$ cat src/rtl/core/spdq_pkg.sv
// ----------------------------------------------------------------------------
// spdq_pkg
// Shared types and constants of the strict priority deque scheduler.
// ----------------------------------------------------------------------------
package spdq_pkg;

  localparam int ENTRY_W        = 8;
  localparam int DEF_LEVELS     = 2;
  localparam int DEF_DEPTH      = 16;

  typedef enum logic {
    ACT_ENQ = 1'b0,
    ACT_DEQ = 1'b1
  } action_t;

  typedef logic [ENTRY_W-1:0] entry_t;

  typedef struct packed {
    logic found;
    logic prio;
    logic overflow;
  } spdq_resp_t;

endpackage

$ cat src/rtl/core/spdq_req_if.sv
// ----------------------------------------------------------------------------
// spdq_req_if
// Request channel: scheduler command with valid/ready handshake.
// ----------------------------------------------------------------------------
interface spdq_req_if;
  import spdq_pkg::*;

  logic   valid;
  logic   ready;
  logic   action;
  entry_t entry_id;
  logic   prio_level;
  logic   resume;

  modport source (output valid, action, entry_id, prio_level, resume, input ready);
  modport sink   (input valid, action, entry_id, prio_level, resume, output ready);
endinterface

$ cat src/rtl/core/spdq_rsp_if.sv
// ----------------------------------------------------------------------------
// spdq_rsp_if
// Response channel: one scheduler result per request, valid/ready handshake.
// ----------------------------------------------------------------------------
interface spdq_rsp_if;
  import spdq_pkg::*;

  logic   valid;
  logic   ready;
  logic   found;
  entry_t out_entry;
  logic   out_prio;
  logic   overflow;

  modport source (output valid, found, out_entry, out_prio, overflow, input ready);
  modport sink   (input valid, found, out_entry, out_prio, overflow, output ready);
endinterface

$ cat src/rtl/core/strict_priority_deque_scheduler.sv
// ----------------------------------------------------------------------------
// strict_priority_deque_scheduler
// Strict priority scheduler over one bounded deque of entry ids per level.
//
//   channel  dir  role    fields
//   req      in   sink    action, entry_id, prio_level, resume
//   rsp      out  source  found, out_entry, out_prio, overflow
//
// one request accepted per cycle while req.ready is high; its response is valid the cycle after
// the response entry comes from the registered read of the entry store
// rst clears the head pointers and fill counts, the store is not cleared
// req.ready drops only while a response is held by rsp.ready low
// ----------------------------------------------------------------------------
module strict_priority_deque_scheduler #(
  parameter int PRIORITY_LEVELS = spdq_pkg::DEF_LEVELS,
  parameter int QUEUE_DEPTH     = spdq_pkg::DEF_DEPTH
) (
  input logic       clk,
  input logic       rst,
  spdq_req_if.sink  req,
  spdq_rsp_if.source rsp
);
  import spdq_pkg::*;

  localparam int LW = (PRIORITY_LEVELS > 1) ? $clog2(PRIORITY_LEVELS) : 1;
  localparam int PW = $clog2(QUEUE_DEPTH);
  localparam int AW = LW + PW;

  logic       accept;
  logic       rsp_valid;
  spdq_resp_t resp;
  spdq_resp_t resp_q;
  logic       ram_we;
  logic       ram_re;
  logic [AW-1:0] ram_addr;
  entry_t     ram_rdata;

  assign req.ready = !rsp_valid || rsp.ready;
  assign accept    = req.valid && req.ready;

  spdq_ctrl #(
    .PRIORITY_LEVELS (PRIORITY_LEVELS),
    .QUEUE_DEPTH     (QUEUE_DEPTH),
    .AW              (AW)
  ) u_ctrl (
    .clk        (clk),
    .rst        (rst),
    .accept     (accept),
    .action     (req.action),
    .prio_level (req.prio_level),
    .resume     (req.resume),
    .ram_we     (ram_we),
    .ram_re     (ram_re),
    .ram_addr   (ram_addr),
    .resp       (resp)
  );

  spdq_ram #(
    .WIDTH (ENTRY_W),
    .DEPTH (2 ** AW)
  ) u_store (
    .clk   (clk),
    .we    (ram_we),
    .re    (ram_re),
    .addr  (ram_addr),
    .wdata (req.entry_id),
    .rdata (ram_rdata)
  );

  always_ff @(posedge clk) begin
    if (rst) begin
      rsp_valid <= 1'b0;
    end else if (accept) begin
      rsp_valid <= 1'b1;
    end else if (rsp.ready) begin
      rsp_valid <= 1'b0;
    end
  end

  always_ff @(posedge clk) begin
    if (accept) begin
      resp_q <= resp;
    end
  end

  assign rsp.valid     = rsp_valid;
  assign rsp.found     = resp_q.found;
  assign rsp.out_entry = resp_q.found ? ram_rdata : '0;
  assign rsp.out_prio  = resp_q.prio;
  assign rsp.overflow  = resp_q.overflow;

endmodule

$ cat src/rtl/core/spdq_ram.sv
// ----------------------------------------------------------------------------
// spdq_ram
// Generic single-port RAM with registered read data.
// ----------------------------------------------------------------------------
module spdq_ram #(
  parameter int WIDTH = 8,
  parameter int DEPTH = 32
) (
  input  logic                     clk,
  input  logic                     we,
  input  logic                     re,
  input  logic [$clog2(DEPTH)-1:0] addr,
  input  logic [WIDTH-1:0]         wdata,
  output logic [WIDTH-1:0]         rdata
);

  logic [WIDTH-1:0] mem [DEPTH];

  always_ff @(posedge clk) begin
    if (we) begin
      mem[addr] <= wdata;
    end
    if (re) begin
      rdata <= mem[addr];
    end
  end

endmodule

$ cat src/rtl/core/spdq_ctrl.sv
// ----------------------------------------------------------------------------
// spdq_ctrl
// Per-level head pointers and fill counts, priority pick and store access.
// ----------------------------------------------------------------------------
module spdq_ctrl #(
  parameter int PRIORITY_LEVELS = spdq_pkg::DEF_LEVELS,
  parameter int QUEUE_DEPTH     = spdq_pkg::DEF_DEPTH,
  parameter int AW              = 5
) (
  input  logic                 clk,
  input  logic                 rst,
  input  logic                 accept,
  input  logic                 action,
  input  logic                 prio_level,
  input  logic                 resume,
  output logic                 ram_we,
  output logic                 ram_re,
  output logic [AW-1:0]        ram_addr,
  output spdq_pkg::spdq_resp_t resp
);
  import spdq_pkg::*;

  localparam int LW = (PRIORITY_LEVELS > 1) ? $clog2(PRIORITY_LEVELS) : 1;
  localparam int PW = $clog2(QUEUE_DEPTH);
  localparam int OW = $clog2(QUEUE_DEPTH + 1);
  localparam int SW = PW + 1;

  logic [PW-1:0] head_ptr      [PRIORITY_LEVELS];
  logic [PW-1:0] head_ptr_next [PRIORITY_LEVELS];
  logic [OW-1:0] occupancy      [PRIORITY_LEVELS];
  logic [OW-1:0] occupancy_next [PRIORITY_LEVELS];

  logic [PRIORITY_LEVELS-1:0] nonempty;
  logic          is_deq;
  logic          deq_any;
  logic [LW-1:0] deq_lvl;
  logic [LW-1:0] enq_lvl;
  logic          enq_full;
  logic [SW-1:0] tail_sum;
  logic [PW-1:0] tail_pos;
  logic [PW-1:0] head_dec;
  logic [PW-1:0] head_inc;
  logic [PW-1:0] deq_head;
  logic [PW-1:0] enq_head;
  logic [LW-1:0] acc_lvl;
  logic [PW-1:0] acc_pos;

  assign is_deq = (action_t'(action) == ACT_DEQ);

  // highest non-empty level
  always_comb begin
    deq_lvl = '0;
    for (int i = 0; i < PRIORITY_LEVELS; i++) begin
      nonempty[i] = (occupancy[i] != '0);
      if (nonempty[i]) begin
        deq_lvl = LW'(i);
      end
    end
    deq_any = |nonempty;
  end

  // out-of-range level saturates to the top level
  always_comb begin
    if (int'(prio_level) >= PRIORITY_LEVELS) begin
      enq_lvl = LW'(PRIORITY_LEVELS - 1);
    end else begin
      enq_lvl = LW'(prio_level);
    end
  end

  assign enq_full = (occupancy[enq_lvl] == OW'(QUEUE_DEPTH));
  assign enq_head = head_ptr[enq_lvl];
  assign deq_head = head_ptr[deq_lvl];

  always_comb begin
    tail_sum = SW'(enq_head) + SW'(occupancy[enq_lvl]);
    if (tail_sum >= SW'(QUEUE_DEPTH)) begin
      tail_sum = tail_sum - SW'(QUEUE_DEPTH);
    end
    tail_pos = tail_sum[PW-1:0];
  end

  assign head_dec = (enq_head == '0) ? PW'(QUEUE_DEPTH - 1) : enq_head - PW'(1);
  assign head_inc = (deq_head == PW'(QUEUE_DEPTH - 1)) ? '0 : deq_head + PW'(1);

  always_comb begin
    if (is_deq) begin
      acc_lvl = deq_lvl;
      acc_pos = deq_head;
    end else begin
      acc_lvl = enq_lvl;
      acc_pos = resume ? head_dec : tail_pos;
    end
  end

  assign ram_addr = AW'({acc_lvl, acc_pos});
  assign ram_we   = accept && !is_deq && !enq_full;
  assign ram_re   = accept && is_deq && deq_any;

  assign resp.found    = is_deq && deq_any;
  assign resp.prio     = is_deq && deq_any && deq_lvl[0];
  assign resp.overflow = !is_deq && enq_full;

  always_comb begin
    for (int i = 0; i < PRIORITY_LEVELS; i++) begin
      head_ptr_next[i]  = head_ptr[i];
      occupancy_next[i] = occupancy[i];
    end
    if (ram_we) begin
      occupancy_next[enq_lvl] = occupancy[enq_lvl] + OW'(1);
      if (resume) begin
        head_ptr_next[enq_lvl] = head_dec;
      end
    end else if (ram_re) begin
      occupancy_next[deq_lvl] = occupancy[deq_lvl] - OW'(1);
      head_ptr_next[deq_lvl]  = head_inc;
    end
  end

  always_ff @(posedge clk) begin
    if (rst) begin
      for (int i = 0; i < PRIORITY_LEVELS; i++) begin
        head_ptr[i]  <= '0;
        occupancy[i] <= '0;
      end
    end else begin
      for (int i = 0; i < PRIORITY_LEVELS; i++) begin
        head_ptr[i]  <= head_ptr_next[i];
        occupancy[i] <= occupancy_next[i];
      end
    end
  end

`ifndef SYNTHESIS
  a_we_re_excl : assert property (@(posedge clk) disable iff (rst)
    !(ram_we && ram_re))
    else $error("store written and read in one cycle");

  a_empty_miss : assert property (@(posedge clk) disable iff (rst)
    (accept && is_deq && !resp.found) |-> (nonempty == '0))
    else $error("dequeue missed a non-empty level");

  a_ovf_full : assert property (@(posedge clk) disable iff (rst)
    (accept && resp.overflow) |-> (occupancy_next[enq_lvl] == occupancy[enq_lvl]))
    else $error("dropped enqueue changed the fill count");

  for (genvar g = 0; g < PRIORITY_LEVELS; g++) begin : g_occ_chk
    a_occ_bound : assert property (@(posedge clk) disable iff (rst)
      occupancy[g] <= OW'(QUEUE_DEPTH))
      else $error("fill count beyond queue depth");
  end
`endif

endmodule

$ cat src/flat_wrapper.sv
// flat-port wrapper written by rule: the top's interface ports become plain ports
module strict_priority_deque_scheduler_flat import spdq_pkg::*;
#(
  parameter int PRIORITY_LEVELS = spdq_pkg::DEF_LEVELS,
  parameter int QUEUE_DEPTH     = spdq_pkg::DEF_DEPTH
)
  (clk, rst, req_valid, req_action, req_entry_id, req_prio_level, req_resume, req_ready, rsp_valid, rsp_found, rsp_out_entry, rsp_out_prio, rsp_overflow, rsp_ready);
  spdq_req_if req_i ();
  spdq_rsp_if rsp_i ();
  input logic clk;
  input logic rst;
  input wire logic [$bits(req_i.valid)-1:0] req_valid;
  input wire logic [$bits(req_i.action)-1:0] req_action;
  input wire logic [$bits(req_i.entry_id)-1:0] req_entry_id;
  input wire logic [$bits(req_i.prio_level)-1:0] req_prio_level;
  input wire logic [$bits(req_i.resume)-1:0] req_resume;
  output wire logic [$bits(req_i.ready)-1:0] req_ready;
  output wire logic [$bits(rsp_i.valid)-1:0] rsp_valid;
  output wire logic [$bits(rsp_i.found)-1:0] rsp_found;
  output wire logic [$bits(rsp_i.out_entry)-1:0] rsp_out_entry;
  output wire logic [$bits(rsp_i.out_prio)-1:0] rsp_out_prio;
  output wire logic [$bits(rsp_i.overflow)-1:0] rsp_overflow;
  input wire logic [$bits(rsp_i.ready)-1:0] rsp_ready;
  assign req_i.valid = req_valid;
  assign req_i.action = req_action;
  assign req_i.entry_id = req_entry_id;
  assign req_i.prio_level = req_prio_level;
  assign req_i.resume = req_resume;
  assign req_ready = req_i.ready;
  assign rsp_valid = rsp_i.valid;
  assign rsp_found = rsp_i.found;
  assign rsp_out_entry = rsp_i.out_entry;
  assign rsp_out_prio = rsp_i.out_prio;
  assign rsp_overflow = rsp_i.overflow;
  assign rsp_i.ready = rsp_ready;
  strict_priority_deque_scheduler #(.PRIORITY_LEVELS(PRIORITY_LEVELS), .QUEUE_DEPTH(QUEUE_DEPTH)) u_core (.clk(clk), .rst(rst), .req(req_i), .rsp(rsp_i));
endmodule
$ cat config.mk
export PLATFORM = sky130hd
export DESIGN_NAME = strict_priority_deque_scheduler_flat
export DESIGN_NICKNAME = d
export VERILOG_FILES = /design/src/rtl/core/spdq_pkg.sv /design/src/rtl/core/spdq_req_if.sv /design/src/rtl/core/spdq_rsp_if.sv /design/src/rtl/core/strict_priority_deque_scheduler.sv /design/src/rtl/core/spdq_ram.sv /design/src/rtl/core/spdq_ctrl.sv /design/src/flat_wrapper.sv
export SDC_FILE = /design/constraint.sdc
export NUM_CORES = 1
export LEC_CHECK = 0
export ABC_AREA = 0
export BUFFER_PORTS_ARGS = -buffer_cell sky130_fd_sc_hd__buf_2
export CAP_MARGIN = 20
export CORE_MARGIN = 10
export CORE_UTILIZATION = 60
export CTS_BUF_LIST = sky130_fd_sc_hd__clkbuf_4 sky130_fd_sc_hd__clkbuf_8
export DETAILED_ROUTE_END_ITERATION = 7
export PLACE_DENSITY = 0.77
export SLEW_MARGIN = 15
export SYNTH_ARGS = -nofsm -noshare
export SYNTH_HDL_FRONTEND = slang
export SYNTH_SLANG_ARGS = --single-unit
$ cat constraint.sdc
create_clock -name clk -period 6.1 [get_ports clk]
set_input_delay 0.915 -clock clk [delete_from_list [all_inputs] [get_ports clk]]
set_output_delay 0.915 -clock clk [all_outputs]
set_load 0.01 [all_outputs]
After elaboration in Yosys (flattened, before gate mapping)
Memories as Yosys holds them, arrays and structs flattened. A register that Yosys moved wholly into a read port is not among the register bits. Cells that the tools add are included.

Register bits: 4. RAM bits: 274. Output and inout bits: 13. Memories kept: 3.

Add/sub/neg operators: 6. Order comparisons: 5. Eq/ne operators: 2. Mux-type cells: 36. Bitwise gates (word level): 6. Reductions and logical operators: 19.

Memory list: u_core.u_store.mem (words 32, bits a word 8, read ports 1, clocked after memory_dff 1, write ports 1, line spdq_ram.sv:17) `logic [WIDTH-1:0] mem [DEPTH];`; u_core.u_ctrl.occupancy (words 2, bits a word 5, read ports 4, clocked after memory_dff 0, write ports 2, line spdq_ctrl.sv:30) `logic [OW-1:0] occupancy [PRIORITY_LEVELS];`; u_core.u_ctrl.head_ptr (words 2, bits a word 4, read ports 4, clocked after memory_dff 0, write ports 2, line spdq_ctrl.sv:28) `logic [PW-1:0] head_ptr [PRIORITY_LEVELS];`.

Operator list (count): $mux 4 (9); $mux 8 (4); $bwmux 10 (2); $mux 10 (2); $mux 5 (4); $bwmux 8 (2); $demux 5 s1 (2); $logic_and 1x1->1 (10); $reduce_bool 5->1 (2); $mux 1 (9); $demux 4 s1 (2); $sub 4x1->4 const B (2); $add 4x5->5 (1); $add 5x1->5 const B (1); $eq 5x5->1 const B (1); $ge 5x5->1 const B (1); $sub 5x1->5 const B (1); $add 4x1->4 const B (1); $eq 4x4->1 const B (1); $ge 2x2->1 const B (2); $logic_not 4->1 (1); $lt 2x1->1 const B (2); $not 1->2 (2); $or 1x1->1 (4); 4 further kinds (6).

Depth between registers and ports, before layout
Gate-level depths: netlist of run 1. An unclocked memory read counts as a cell.

Word-level depth: 12. Depth in mapped cells: 17.

Cells and area by module
From an unflattened synthesis of run 1, not the netlist that was laid out.

Cell total of the unflattened synthesis: 830. Area, all modules: 12381.9 um^2.

By module, submodules not included: spdq_ram (instances 1, cells each 576, area an instance 10286.1 um^2, sequential area each 7927.6 um^2); spdq_ctrl (instances 1, cells each 238, area an instance 1900.6 um^2, sequential area each 360.3 um^2); strict_priority_deque_scheduler (instances 1, cells each 16, area an instance 195.2 um^2, sequential area each 110.1 um^2).

Worst setup path after synthesis of run 1
No wires, ideal clock.

Kind: input to register. Start point: input port req_prio_level. End point: memory u_core.u_store.mem[15][0], enable pin. Library setup time: 370 ps. Arrival: 4195 ps. Required time: 5730 ps. Setup slack: 1535 ps. Stages: 15. Path buffers: 6. Path through: buf_6 > buf_2 > mux2i_1 > inv_1 > ha_1 > fa_1 > nor2_1 > o32a_2 > nand2_1 > buf_2 > buf_2 > buf_2 > buf_2 > nand3_1 > nor2_1.

Word-level cells in the longest chain between the ends: 6. Elaborated cells on any way between the ends: 17. Classes of those cells: add/sub (3); order compare (1); eq/ne (1); mux (7); reduce/logical (3); memory (2).

Ends and longest elaborated chain: from (decl) (line flat_wrapper.sv:15) `input wire logic [$bits(req_i.prio_level)-1:0] req_prio_level;`; $mem_v2 2x4 / $mem_v2 2x5 (equally long branches); $add 4x5->5 / $eq 5x5->1 (equally long branches) (line spdq_ctrl.sv:76, spdq_ctrl.sv:71); $sub 4x1->4 (tied with other cells) (line spdq_ctrl.sv:78) `tail_sum = tail_sum - SW'(QUEUE_DEPTH);`; $mux 4 / $logic_and 1x1->1 (equally long branches) (line spdq_ctrl.sv:77, spdq_ctrl.sv:97); $mux 4 / $mux 1 (equally long branches) (line spdq_ctrl.sv:92, spdq_ram.sv:20); $mux 4 / $mux 1 (equally long branches) (line spdq_ctrl.sv:87, spdq_ram.sv:21); to (decl) (line spdq_ram.sv:17).

Parallel ways exist; a longest one is shown, timed or not.

Final worst setup path of run 1
Start point: input port req_prio_level. End point: register u_core.u_store.rdata[1], read port of u_core.u_store.mem, data pin.

Word-level cells in the longest chain between the ends: 6. Elaborated cells on any way between the ends: 12. Classes of those cells: add/sub (3); order compare (1); mux (5); reduce/logical (1); memory (2).

Ends and longest elaborated chain: $mem_v2 2x4 / $mem_v2 2x5 (equally long branches); $add 4x5->5 (line spdq_ctrl.sv:76) `tail_sum = SW'(enq_head) + SW'(occupancy[enq_lvl]);`; $sub 4x1->4 / $ge 5x5->1 (equally long branches) (line spdq_ctrl.sv:78, spdq_ctrl.sv:77); $mux 4 (line spdq_ctrl.sv:77) `if (tail_sum >= SW'(QUEUE_DEPTH)) begin`; $mux 4 (line spdq_ctrl.sv:92) `acc_pos = resume ? head_dec : tail_pos;`; $mux 4 (line spdq_ctrl.sv:87) `if (is_deq) begin`; to (decl) (line spdq_ram.sv:14) `output logic [WIDTH-1:0] rdata`.

Parallel ways exist; a longest one is shown, timed or not. A chain may end at the register's enable or synchronous reset.

==> impl_metrics.json, run 1 <==
{
  "routed-wl-met3_um": 3310,
  "floorplan.die_area_um2": 27400,
  "ys.flop_type": "edfxtp_1",
  "drc": 0,
  "drtIter0Drc": 1114,
  "fin_worst_skew_ns": 0.0214,
  "hold_path_class": "flop to flop",
  "crit_fanout": 42,
  "rows": 53,
  "fin_crit_sh": 0.819,
  "grt.total_usage": 0.226,
  "setup_violations": 0,
  "cts.sinks": 286,
  "start_util": 0.607,
  "grt_first_pass_wirelength_um": 49900,
  "overflow": 0,
  "fillers": 1522,
  "wl_met1_um": 12700,
  "peakVddDrop_v": 0.000285,
  "drt_wl_total_um": 32100,
  "maxCapViolations": 0,
  "antenna_found_initial": 0,
  "io_buffers": 27,
  "grt_pass1_vias": 8602,
  "hold_viol": 0,
  "syn_inst": 967,
  "postLayoutCellArea_um2": 14000,
  "cts_setup_buffers": 0,
  "syn_nets": 992,
  "setup_tns_ns": 0,
  "h-tree-depth": 2,
  "async_flop_share": 0,
  "clkTransAtPathRegs_ns": 0.06,
  "worstSkewPairLatency_ns": 0.57,
  "cts_tree": "yes",
  "nets": 1030,
  "netlist_area_um2": 12700,
  "crit_type": "primary input to flop",
  "wire_per_inst_um": 24.5,
  "fin_crit_ns": 5.00,
  "gp_congestion": 0.889,
  "worst_pin_slew_ns": 1.04,
  "area_growth_pct": 9.93,
  "slew_headroom": 0.301,
  "die_w_um": 166,
  "drive_gt1_frac": 0.161,
  "diodes": 0,
  "cts_resized": 0,
  "hold_buffers": 0,
  "start_kind": "primary input",
  "synth-seq-area-share": 0.660,
  "cp_cell_sequence": "buf_2, mux2i_4, inv_1, ha_1, fa_1, nor2_1, o32a_2, nand2_4, buf_4, a2111oi_0, o31ai_1, a211oi_1, o221ai_1",
  "syn_area_per_cell_um2": 13.2,
  "rsz0062_at_grt": "false",
  "powerDensity_nw_per_um2": 366,
  "vias": 8784,
  "grt_max_degree": 67,
  "ys_types": 72,
  "synth_area_leaders": "edfxtp_1, nand2_1, a221oi_1",
  "worstPathArrival_ns": 5.25,
  "place_hpwl_um": 19500,
  "ys_ff_latch": 286,
  "root_buffer": "clkbuf_8",
  "yosys_warnings": 0,
  "cts.path.max_buffers": 3,
  "outcome": "finished, final reports clean",
  "ioPinCount": 28,
  "synth_edf_count": 267,
  "slew_violations": 0,
  "core_region_area_um2": 21000,
  "die_y_um": 166,
  "cpMaxStageDelayCell": "a2111oi_0",
  "synth_top_area_cell": "edfxtp_1",
  "slowest_delay_ns": 0.73,
  "routed.top_layer": "met4",
  "cts_buffers": 44,
  "dr.pass1.iters": 5,
  "synth_top_cell_area_share": 0.630,
  "fmax_mhz": 200,
  "cp.required_ns": 6.35,
  "dr_wl_met2_um": 15300,
  "p_leak_nw": 4.83,
  "via_per_inst": 6.68,
  "cp-end-kind": "flop",
  "postRouteAntennaNets": 0,
  "postPlaceCellArea_um2": 13200
}
==> path summary, 6_finish.rpt <==
kind              slack, ns  cells after the start                                  startpoint                                         end
setup / recovery       1.10                     13                              req_prio_level           u_core.u_store.rdata[1]$_DFFE_PP_
hold / removal         0.50                      2  u_core.u_ctrl.occupancy[0][2]$_SDFFE_PP0P_  u_core.u_ctrl.occupancy[0][2]$_SDFFE_PP0P_
setup reg to reg       1.60                     12  u_core.u_ctrl.occupancy[1][0]$_SDFFE_PP0P_           u_core.u_store.rdata[1]$_DFFE_PP_
hold reg to reg        0.50                      2  u_core.u_ctrl.occupancy[0][2]$_SDFFE_PP0P_  u_core.u_ctrl.occupancy[0][2]$_SDFFE_PP0P_
==> Yosys cell counts, types with 3 or more instances <==
| master | count |
|---|---|
| nand4_1 | 8 |
| a2111oi_0 | 20 |
| buf_4 | 5 |
| buf_2 | 31 |
| xor2_1 | 7 |
| a221oi_1 | 52 |
| and2_1 | 14 |
| o31ai_1 | 7 |
| mux2i_1 | 21 |
| a31oi_1 | 14 |
| nor4_1 | 16 |
| and3_1 | 68 |
| nor2_1 | 47 |
| a211oi_1 | 18 |
| mux2_2 | 4 |
| o221ai_1 | 7 |
| xnor2_1 | 3 |
| a21oi_1 | 18 |
| clkbuf_1 | 30 |
| nand2b_1 | 3 |
| a211o_1 | 3 |
| nor3_1 | 23 |
| nand3_1 | 37 |
| o21ai_0 | 6 |
| ha_1 | 9 |
| nand2_1 | 123 |
| inv_1 | 15 |
| buf_6 | 7 |
| dfxtp_1 | 19 |
| edfxtp_1 | 267 |
| a311oi_1 | 10 |
| a22oi_1 | 3 |
| a2111oi_1 | 3 |
==> cells in the final DEF (no fill, tap or decap), types with 4 or more instances in the layout <==
cell	Yosys	routed
edfxtp_1	267	267
nand2_1	123	122
and3_1	68	68
a221oi_1	52	52
nor2_1	47	47
clkbuf_8	0	45
buf_4	5	38
nand3_1	37	37
buf_2	31	27
nor3_1	23	23
mux2i_1	21	21
a2111oi_0	20	20
dfxtp_1	19	19
a211oi_1	18	18
a21oi_1	18	18
nor4_1	16	16
clkbuf_4	0	16
inv_1	15	15
a31oi_1	14	14
and2_1	14	13
clkinv_1	1	13
a311oi_1	10	10
ha_1	9	9
nand4_1	8	8
xor2_1	7	7
o221ai_1	7	7
o31ai_1	7	7
o21ai_0	6	6
mux2_2	4	4
clkinv_2	0	4
==> cell families after synthesis <==
family	after synthesis	share of synthesized area
fa+ha+maj	10	0.0104
simple gates	353	0.138
mux	30	0.0276
compound gates	188	0.122
flops	286	0.660
buf+inv	90	0.0352
xor+xnor	10	0.00688
==> worst max-delay path: cells and delay by family <==
kind,cells,cell delay (ns)
compound gates,5,1.89
buf+inv,3,0.85
fa+ha+maj,2,0.72
simple gates,2,0.46
mux,1,0.38
==> state kept, by name, summed over array words and instances, names as in the netlist <==
signal	flops
u_core.rsp.out_prio	1
u_core.u_ctrl.occupancy	10
u_core.rsp.found	1
u_core.rsp.valid	1
u_core.rsp.overflow	1
u_core.u_ctrl.head_ptr	8
u_core.u_store.rdata	8
u_core.u_store.mem	256
==> power by group <==
part | leakage, nW | total, mW | switching [mW] | internal [mW]
sequential | 2.56 | 2.28 | 0.0512 | 2.23
combinational | 1.83 | 1.33 | 0.900 | 0.433
clock | 0.439 | 1.51 | 0.721 | 0.787
total | 4.83 | 5.12 | 1.67 | 3.45
==> cell type report <==
class,instances,area [um^2],share of cell area
Timing Repair Buffer,66,440,0.0315
Tap cell,275,344,0.0246
Clock inverter,19,96.3,0.00688
Clock buffer,61,739,0.0528
Multi-Input combinational cell,591,3920,0.280
Sequential cell,286,8400,0.600
Inverter,16,60.1,0.00429
==> routing by layer <==
layer / global-route usage / vias up
li1: - / 3893
met1: 0.303 / 4282
met2: 0.361 / 538
met3: 0.0431 / 71
met4: 0.0794 / 0
met5: 0 / -
==> per-stage QoR <==
stage	total power, mW	hold WS, ns	std cells	setup WS [ns]	util
3_5_place_dp	3.61	0.488	1234	0.729	0.628
2_1_floorplan	3.22	0.454	967	1.53	-
4_1_cts	5.10	0.496	1314	1.29	0.668
5_1_grt	5.32	0.516	1314	0.881	0.668
3_3_place_gp	3.59	0.478	1234	0.918	0.628
6_report	5.12	0.497	1314	1.10	0.668
No activity file was read; power rests on OpenSTA's default activity.
==> inputs of run 2 (changes only) <==
--- a/config.mk
+++ b/config.mk
@@ -5,14 +5,14 @@
 export SDC_FILE = /design/constraint.sdc
 export NUM_CORES = 1
 export LEC_CHECK = 0
-export ABC_AREA = 0
+export ABC_AREA = 1
 export BUFFER_PORTS_ARGS = -buffer_cell sky130_fd_sc_hd__buf_2
 export CAP_MARGIN = 20
 export CORE_MARGIN = 10
-export CORE_UTILIZATION = 60
+export CORE_UTILIZATION = 59
 export CTS_BUF_LIST = sky130_fd_sc_hd__clkbuf_4 sky130_fd_sc_hd__clkbuf_8
 export DETAILED_ROUTE_END_ITERATION = 7
-export PLACE_DENSITY = 0.77
+export PLACE_DENSITY = 0.79
 export SLEW_MARGIN = 15
 export SYNTH_ARGS = -nofsm -noshare
 export SYNTH_HDL_FRONTEND = slang
==> constraint.sdc (replaced) <==
create_clock -name clk -period 4.2 [get_ports clk]
set_input_delay 0.63 -clock clk [delete_from_list [all_inputs] [get_ports clk]]
set_output_delay 0.63 -clock clk [all_outputs]
set_load 0.01 [all_outputs]
==> run 2 against run 1 <==
Sequential power is 50% higher. Clock-buffer cell count stayed put. Highest routed layer unchanged. Register-to-register slack worse by 0.84 ns. First-iteration DRC count is 3.3% higher. Global-route usage is 1.4 points lower. Synthesized area is 3.5% higher. Power is 74% higher. Sequential share of layout area is 1.8 points lower.
==> impl_metrics.json, run 2 <==
{
  "syn_nets": 1372,
  "cts_buffers": 46,
  "grt_max_degree": 136,
  "postPlaceCellArea_um2": 13600,
  "synth_compound_area_frac": 0.0331,
  "die_y_um": 169,
  "cpMaxStageDelayCell": "nor2_1",
  "slew_headroom": 0.328,
  "core_region_area_um2": 21900,
  "timing.critical_path.buf_inv": 4,
  "syn_area_per_cell_um2": 9.78,
  "io_buffers": 27,
  "cts.path.max_buffers": 3,
  "cp-end-kind": "flop",
  "async_flop_share": 0,
  "synth_simple_gate_area_frac": 0.264,
  "gp_congestion": 1.00,
  "antenna_found_initial": 0,
  "worstSkewPairLatency_ns": 0.57,
  "grt.total_usage": 0.212,
  "setup_tns_ns": 0,
  "grt_use_met2": 0.349,
  "synth_top_area_cell": "edfxtp_1",
  "worst_hold_path.num_cells": 2,
  "synth_top_family_by_area": "simple AND/OR/NAND/NOR gates",
  "drc": 0,
  "fmax_mhz": 287,
  "cp_cell_sequence": "buf_2, inv_2, nand2_1, nand2_2, inv_2, ha_1, fa_1, o211ai_1, nand2_2, inv_2, nand3_1, nor2_1",
  "area_growth_pct": 9.43,
  "largest_reg_flops": 256,
  "crit_fanout": 21,
  "r2r-end": "u_core.u_store.mem[28][2]$_DFFE_PP_",
  "dr.pass1.iters": 5,
  "cts_tree": "yes",
  "grtUsageMet1": 0.274,
  "ys_ff_latch": 286,
  "via_per_inst": 5.65,
  "synth_edf_count": 267,
  "cp.required_ns": 4.37,
  "min_to": "u_core.u_ctrl.head_ptr[1][3]$_SDFFE_PP0P_",
  "postLayoutCellArea_um2": 14400,
  "synth-seq-area-share": 0.637,
  "wire_per_inst_um": 18.2,
  "worst_pin_slew_ns": 1.01,
  "hold_path_class": "primary input to flop",
  "slew_violations": 0,
  "synth_area_leaders": "edfxtp_1, nand2_1, nand3_1",
  "start_kind": "primary input",
  "vias": 9652,
  "synthXorXnorAreaFrac": 0.00532,
  "nets": 1424,
  "ys_types": 38,
  "synth_top_cell_area_share": 0.608,
  "drtIter0Drc": 1151,
  "fin_crit_ns": 3.48,
  "setup_violations": 0,
  "synth_mux_area_frac": 0,
  "top_register": "u_core.u_store.mem",
  "h-tree-depth": 2,
  "grt_pass1_vias": 9183,
  "r2r_slack_ns": 0.76,
  "top_usage_layer": "met2",
  "cp_num_cells": 12,
  "layout_commonest_cell": "nand2_1",
  "netlist_area_um2": 13200,
  "reg2reg_depth": 11,
  "peakVddDrop_v": 0.000463,
  "fin_worst_skew_ns": 0.0404,
  "hold_viol": 0,
  "slowest_delay_ns": 0.63,
  "maxCapViolations": 0,
  "place_hpwl_um": 19200,
  "crit_type": "primary input to flop",
  "grt_first_pass_wirelength_um": 48100,
  "root_buffer": "clkbuf_8",
  "rr_startpoint": "u_core.u_ctrl.head_ptr[0][0]$_SDFFE_PP0P_",
  "rsz0062_at_grt": "false",
  "die_w_um": 169,
  "floorplan.die_area_um2": 28700,
  "path_common_cell": "inv_2",
  "met3_usage": 0.0491,
  "start_util": 0.602,
  "postRouteAntennaNets": 0,
  "ys.flop_type": "edfxtp_1",
  "syn_inst": 1347,
  "hp-start": "rst",
  "hold_buffers": 0,
  "yosys_warnings": 0,
  "cts_setup_buffers": 0,
  "overflow": 0,
  "reg.largest.list": "u_core.u_store.mem x256, u_core.u_ctrl.occupancy x10",
  "drive_gt1_frac": 0.122,
  "ioPinCount": 28,
  "diodes": 0,
  "clkTransAtPathRegs_ns": 0.06,
  "p_leak_nw": 6.06,
  "outcome": "finished, final reports clean",
  "synthTopCellsByCount": "nand2_1, edfxtp_1, nand3_1",
  "cts.sinks": 286,
  "cts_resized": 0,
  "crit_path_start": "req_prio_level",
  "worstPathArrival_ns": 3.65,
  "powerDensity_nw_per_um2": 616,
  "rows": 54,
  "synth.most_common_cell": "nand2_1",
  "final_cell_mix": "nand2_1, edfxtp_1, nand3_1, nor2_1, inv_1",
  "synthAdderAreaFrac": 0.0101,
  "drt_wl_total_um": 31100,
  "crit_family": "simple AND/OR/NAND/NOR gates",
  "fin_crit_sh": 0.828
}
## run 2: cell count changes after synthesis, moves of 14 or more
cell	change
o21ai_0	+15
nand3_1	+121
nand2_1	+463
a211oi_1	-18
nor4_1	-15
mux2i_1	-21
and2_1	-14
a221oi_1	-52
nor3_1	-23
inv_1	+45
and3_1	-68
nor2_1	+20
a2111oi_0	-20
## run 2: worst reg2reg max path: cells and delay by family, from the launching register on
kind,cells,cell delay (ns)
flops,1,0.32
fa+ha+maj,2,0.71
compound gates,1,0.22
simple gates,5,1.45
buf+inv,3,0.34
## run 2: stage by stage
stage / utilization / power (mW) / hold slack [ns] / cells / setup slack, ns
after detailed placement: 0.620 / 6.61 / 0.480 / 1631 / 0.246
after global routing: 0.659 / 9.39 / 0.330 / 1707 / 0.575
after global placement: 0.620 / 6.54 / 0.478 / 1631 / 0.366
final: 0.659 / 8.88 / 0.336 / 1707 / 0.721
after CTS: 0.659 / 8.85 / 0.311 / 1707 / 0.796
after floorplan: - / 5.86 / 0.449 / 1347 / 0.674
## run 2: how the worst max path moves through the flow
| stage | end | slack (ns) |
|---|---|---|
| after floorplan | u_core.u_store.mem[0][0]$_DFFE_PP_ | 0.67 |
| after global placement | u_core.u_store.mem[25][5]$_DFFE_PP_ | 0.37 |
| after detailed placement | u_core.u_store.mem[28][1]$_DFFE_PP_ | 0.25 |
| after CTS | u_core.u_store.mem[28][2]$_DFFE_PP_ | 0.80 |
| after global routing | u_core.u_store.mem[19][5]$_DFFE_PP_ | 0.58 |
| final | u_core.u_store.mem[28][2]$_DFFE_PP_ | 0.72 |
## run 2: per-layer routing
layer	routed length, um	vias to the layer above
met5	0	-
met4	707	0
met3	2960	71
met2	15000	468
met1	12400	4523
li1	-	4590
## run 2: power by group
group          internal (mW)  switching, mW  total, mW
clock                   1.22           1.04       2.26
sequential              3.32          0.107       3.43
combinational          0.914           2.29       3.20
total                   5.45           3.43       8.88
## run 2: final cells by class
cell class,instances,area [um^2]
flip-flops and latches,286,8400
fillers,1742,7470
multi-input cells,927,4120
clock buffers,61,752
repair buffers,64,425
well taps,280,350
inverters,74,279
clock inverters,15,96.3
## run 2: cells by family (layout without fill, tap and decap cells)
family                     count (synthesis)  count (layout)
and+or+nand+nor                          837             837
adders and majority gates                 10              10
xor gates and xnor gates                   8               8
AOI/OAI and AO/OA                         72              72
buffers and inverters                    134             214
DFF                                      286             286
